===== config.mk =====
export PLATFORM = sky130hd
export DESIGN_NAME = dtf_div
export DESIGN_NICKNAME = d
export VERILOG_FILES = /design/src/sv/dtf_pkg.sv /design/src/sv/dtf_div.sv
export SDC_FILE = /design/constraint.sdc
export NUM_CORES = 1
export LEC_CHECK = 0
export ABC_AREA = 1
export BUFFER_PORTS_ARGS = -buffer_cell sky130_fd_sc_hd__buf_2
export CORE_ASPECT_RATIO = 1.4
export CORE_UTILIZATION = 43
export CTS_CLUSTER_DIAMETER = 40
export DETAILED_ROUTE_END_ITERATION = 6
export HOLD_SLACK_MARGIN = 0.15
export PLACE_DENSITY = 0.61
export SYNTH_ARGS = -nofsm -noshare
export SYNTH_HDL_FRONTEND = slang
export SYNTH_SLANG_ARGS = --single-unit

===== constraint.sdc =====
create_clock -name clk -period 3.5 [get_ports clk]
set_clock_uncertainty 0.1 [all_clocks]
set_input_delay 0.7 -clock clk [delete_from_list [all_inputs] [get_ports clk]]
set_output_delay 0.7 -clock clk [all_outputs]
set_load 0.03 [all_outputs]

===== src/sv/dtf_pkg.sv =====
// dtf_pkg: shared types and constants for the depth-tested triangle fragment unit
// no dependencies
`default_nettype none

package dtf_pkg;

    // controller states
    typedef enum logic [2:0] {
        ST_CLEAR,
        ST_IDLE,
        ST_PROD,
        ST_CROSS,
        ST_TEST,
        ST_SUM,
        ST_DIV,
        ST_WB
    } state_t;

    // item modes
    localparam logic MODE_LOAD = 1'b0;
    localparam logic MODE_TEST = 1'b1;

    // number of vertex slots
    localparam logic [1:0] SLOT_COUNT = 2'd3;

    // area threshold in 1/256 pixel squared units
    localparam logic signed [35:0] AREA_LIMIT = 36'sd2;

    // one in q1.15
    localparam logic [16:0] ONE_Q15 = 17'd32768;

    // quotient bits of every division
    localparam int Q_BITS = 16;

    // cleared depth value
    localparam logic signed [15:0] DEPTH_MIN = 16'sh8000;

    // divider control
    typedef struct packed {
        logic load;
        logic step;
    } div_ctl_t;

endpackage

`default_nettype wire


===== src/sv/dtf_div.sv =====
// dtf_div: restoring divider, one quotient bit per cycle while step is held
// depends on dtf_pkg (div_ctl_t, Q_BITS)
`default_nettype none

module dtf_div #(
    parameter int NW = 52
) (
    input  wire logic                        clk,
    input  wire dtf_pkg::div_ctl_t           ctl,
    input  wire logic [NW-1:0]               num,
    input  wire logic [NW-1:0]               den,
    output logic [dtf_pkg::Q_BITS-1:0]       quo
);

    logic [NW-1:0]               rem_reg;
    logic [NW-1:0]               den_reg;
    logic [dtf_pkg::Q_BITS-1:0]  quo_reg;
    logic                        fits;

    // divisor arrives pre-shifted to the top quotient bit
    assign fits = (rem_reg >= den_reg);

    // one subtract and compare per step
    always_ff @(posedge clk)
    begin
        if (ctl.load)
        begin
            rem_reg <= num;
            den_reg <= den;
        end
        else if (ctl.step)
        begin
            if (fits)
            begin
                rem_reg <= rem_reg - den_reg;
            end
            quo_reg <= {quo_reg[dtf_pkg::Q_BITS-2:0], fits};
            den_reg <= den_reg >> 1;
        end
    end

    assign quo = quo_reg;

endmodule

`default_nettype wire


## Yosys cells after proc, flatten, opt, wreduce, memory -nomap -nowiden

Cells that the tools add are included.

| word-level totals | value |
|---|---|
| register bits after elaboration | 120 |
| input bits | 107 |
| output and inout bits | 16 |
| word-level logic and storage cells | 15 |

| operators by class | value |
|---|---|
| $add $sub $neg | 1 |
| magnitude comparators | 1 |
| multiplexer cells | 5 |
| bitwise logic cells | 1 |
| reduce and logical (&&, ||, !) cells | 4 |

Operator list:

| kind | count |
|---|---|
| $mux W52 | 5 |
| $ge A52 B52 Y1 | 1 |
| $sub A52 B52 Y52 | 1 |
| $reduce_and A2 Y1 | 2 |
| $reduce_bool A2 Y1 | 2 |
| $not A1 Y1 | 1 |

## Depth between registers and ports, before layout

| logic depth | value |
|---|---|
| depth in word-level cells | 4 |
| gate-level depth with buffers | 15 |
| gate-level depth less buffers | 15 |

## Least setup slack after synthesis

Ideal clock, no wire load.

| path | value |
|---|---|
| path type | reg-to-reg |
| start point | register rem_reg[0] |
| end point | register rem_reg[0], enable pin |
| setup time | 0.613 ns |
| arrival | 2.556 ns |
| data required time | 2.787 ns |
| setup slack | 0.231 ns |
| cell stages (with the launch flop) | 14 |
| buffers on the path | 0 |
| period minus slack after synthesis | 3.269 ns |
| cell sequence | edfxtp_1 > inv_1 > ha_1 > inv_1 > fa_1 > nand2_1 > nand3_1 > and2_1 > nand4_1 > nand3_2 > nand3_1 > nand3_2 > nand2_1 > nand2_1 |

| on the way | value |
|---|---|
| longest elaborated chain between the ends | 3 |

RTL lines:

| what | line | source |
|---|---|---|
| start: declaration | dtf_div.sv:15 | `logic [NW-1:0] rem_reg;` |
| start signal: assignment | dtf_div.sv:28 | `rem_reg <= num;` |
| start signal: assignment | dtf_div.sv:35 | `rem_reg <= rem_reg - den_reg;` |
| $ge A52 B52 Y1 | dtf_div.sv:21 | `assign fits = (rem_reg >= den_reg);` |
| net fits | dtf_div.sv:18 | `logic fits;` |
| $reduce_bool A2 Y1 (no source line) | -- |  |
| $reduce_and A2 Y1 (no source line) | -- |  |

The timed path passes the listed nets, and every way through them passes these cells.
A chain may end at the register's enable or synchronous reset.

## Final worst setup path

| path | value |
|---|---|
| start point | register rem_reg[31] |
| end point | register rem_reg[28], enable pin |

The elaborated chain is that of the path after synthesis.

==> results_dict.tcl <==
set metrics [dict create \
    antenna_found_initial 0 \
    cts_buffers 17 \
    grtUsageTotal_pct 26.29 \
    pin_count 123 \
    drv_slew 0 \
    holdBufCountCts 0 \
    syn-cell-area_sq_um 9678 \
    yosysSeqAreaShare_pct 37.23 \
    slowest_delay_ps 380 \
    synth-edff-count 120 \
    synth.largest_area_cell "edfxtp_1" \
    post-route-cell-area_sq_um 11200 \
    vias 8875 \
    hp-class "reg2reg" \
    syn-num-nets 1591 \
    numPortBuffers 122 \
    worstPathArrival_ps 2840 \
    cpMostUsedCell "nand2_1" \
    rsz0062_at_grt "false" \
    viasPerCell 4.751 \
    start_kind "flip-flop" \
    relSlewSlack_pct 50.19 \
    grt_pass1_vias 8917 \
    dp_hpwl_mm 24.18 \
    placeableCoreArea_sq_um 21940 \
    drt-pass1-iter-count 5 \
    synthFlopType "edfxtp_1" \
    cap_violations 0 \
    drt_wl_total_mm 29.06 \
    dieArea_sq_um 23120 \
    post-route-period-util_pct 81.50 \
    fmax_ghz 0.3506 \
    clk_path_buf_depth 2 \
    worstPathCellList "ha_1 > nand2_1 > nor2_1 > inv_1 > nor2_2 > nand2_1 > nor3_1 > nand3_1 > nand3_2 > nand2_1 > nand2_2 > buf_4" \
    crit_slowest_cell "edfxtp_1" \
    ctsResizeCount 0 \
    antenna_cells 0 \
    num_rows 64 \
    cts_setup_buffers 0 \
    clk_pin_slew_worst_paths_ps 60 \
    drive_gt1_share_pct 15.85 \
    syn_inst 1431 \
    critical_path_buf_inv_count 2 \
    cp-end-kind "flip-flop" \
    clk_latency_ps 440 \
    synth_area_leaders "edfxtp_1, nand2_1, inv_1" \
    grt_start_max_net_pins 90 \
    ir_drop_mv 0.3900 \
    min_period_ps 2852 \
    finalPower_mw 7.437 \
    tritoncts "done" \
    ys_ff_latch 120 \
    cp_top_family "simple AND/OR/NAND/NOR gates" \
    power_density_nw_per_um2 664.2 \
    antenna_left 0 \
    cp_max_fo 29 \
    drt_iter0_drc 418 \
    synthMostInstantiatedCell "nand2_1" \
    clkSinkCount 120 \
    dpl_cell_area_sq_um 10650 \
    grt_first_pass_wirelength_mm 45.35 \
    path_class "reg2reg" \
    fin_nets 1718 \
    clock-root-buffer "clkbuf_16" \
    drc 0 \
    tns_ps 0 \
    grt_overflow 0 \
    initial_core_util_pct 44.11 \
    syn_area_per_cell_sq_um 6.763 \
    setup_violations 0 \
    status "finished, final reports clean" \
    synthArstFlopShare_pct 0 \
    synthToLayoutAreaGrowth_pct 15.71 \
    place_congestion 0.9676 \
    wl_per_cell_microns 15.56 \
    die_x_microns 128.8 \
    power_leakage_nw 5.979 \
    worst_pin_slew_ps 747.2 \
    yosysWarningCount 0 \
    synth_common_cells "nand2_1, inv_1, edfxtp_1" \
    h-tree-depth 4 \
    final-hold-violation-count 0 \
    synth_cell_types 35 \
    synth_top_area_share_pct 37.23 \
    die_y_microns 179.5 \
    critPathRequiredTime_ps 3490 \
]
[layer usage]
metal | vias up | part of all wire, % | track usage, %
li1 | 4696 | - | -
met1 | 3987 | 41 | 28.72
met2 | 153 | 53 | 50.34
met3 | 39 | 2.8 | 3.482
met4 | 0 | 2.8 | 9.694
met5 | - | 0 | 0
[final timing paths]
path	cells after the start	end	start	slack (ps)
setup / recovery	12	rem_reg[28]$_DFFE_PP_	rem_reg[31]$_DFFE_PP_	650
hold / removal	0	quo[8]$_DFFE_PP_	quo[7]$_DFFE_PP_	340
setup reg to reg	12	rem_reg[28]$_DFFE_PP_	rem_reg[31]$_DFFE_PP_	650
hold reg to reg	0	quo[8]$_DFFE_PP_	quo[7]$_DFFE_PP_	340
[report_power, final]
group	switching [mW]	total, mW	leakage (nW)	internal [mW]
logic	2.53	3.73	4.50	1.20
registers	0.0790	2.02	1.22	1.94
clock network	0.711	1.69	0.264	0.976
[metrics by stage]
stage	worst slack, ps	hold slack (ps)	instances	util (%)
4_1_cts	648.3	346.4	1868	51.04
2_1_floorplan	231.2	463.4	1431	-
3_3_place_gp	709.9	323.8	1836	48.52
5_1_grt	458.3	362.1	1868	51.04
3_5_place_dp	666.5	330.2	1836	48.52
6_report	647.5	344.2	1868	51.04
[cell usage in the layout (no fill, tap or decap), types with 8 or more instances in the layout]
| cell type | count |
|---|---|
| clkbuf_16 | 17 |
| nand2_2 | 30 |
| nand2_1 | 557 |
| o21ai_0 | 65 |
| inv_2 | 11 |
| inv_1 | 283 |
| or2_2 | 9 |
| nor3_1 | 8 |
| ha_1 | 52 |
| nor2_1 | 56 |
| edfxtp_1 | 120 |
| buf_4 | 10 |
| nand3_1 | 87 |
| nor2_2 | 23 |
| a21oi_1 | 39 |
| buf_2 | 121 |
| xnor2_1 | 10 |
| nand4_1 | 11 |
[cell type report]
cell class,count,area [sq um]
tap,297,371.6
clock buffer,18,429.2
sequential,120,3603
fill,2309,10740
inverter,295,1107
clock inverter,14,123.9
multi-input combinational,993,4882
timing repair buffer,131,680.7
[logic make-up (layout without fill, tap and decap cells)]
kind of cell | count (synthesis) | after routing | synth area share [%]
flops | 120 | 120 | 37.23
compound gates | 122 | 122 | 6.645
fa+ha+maj | 53 | 53 | 6.930
buf+inv | 318 | 458 | 12.37
xor+xnor | 16 | 16 | 1.448
simple gates | 802 | 802 | 35.37
(Power assumes the default switching activity.)
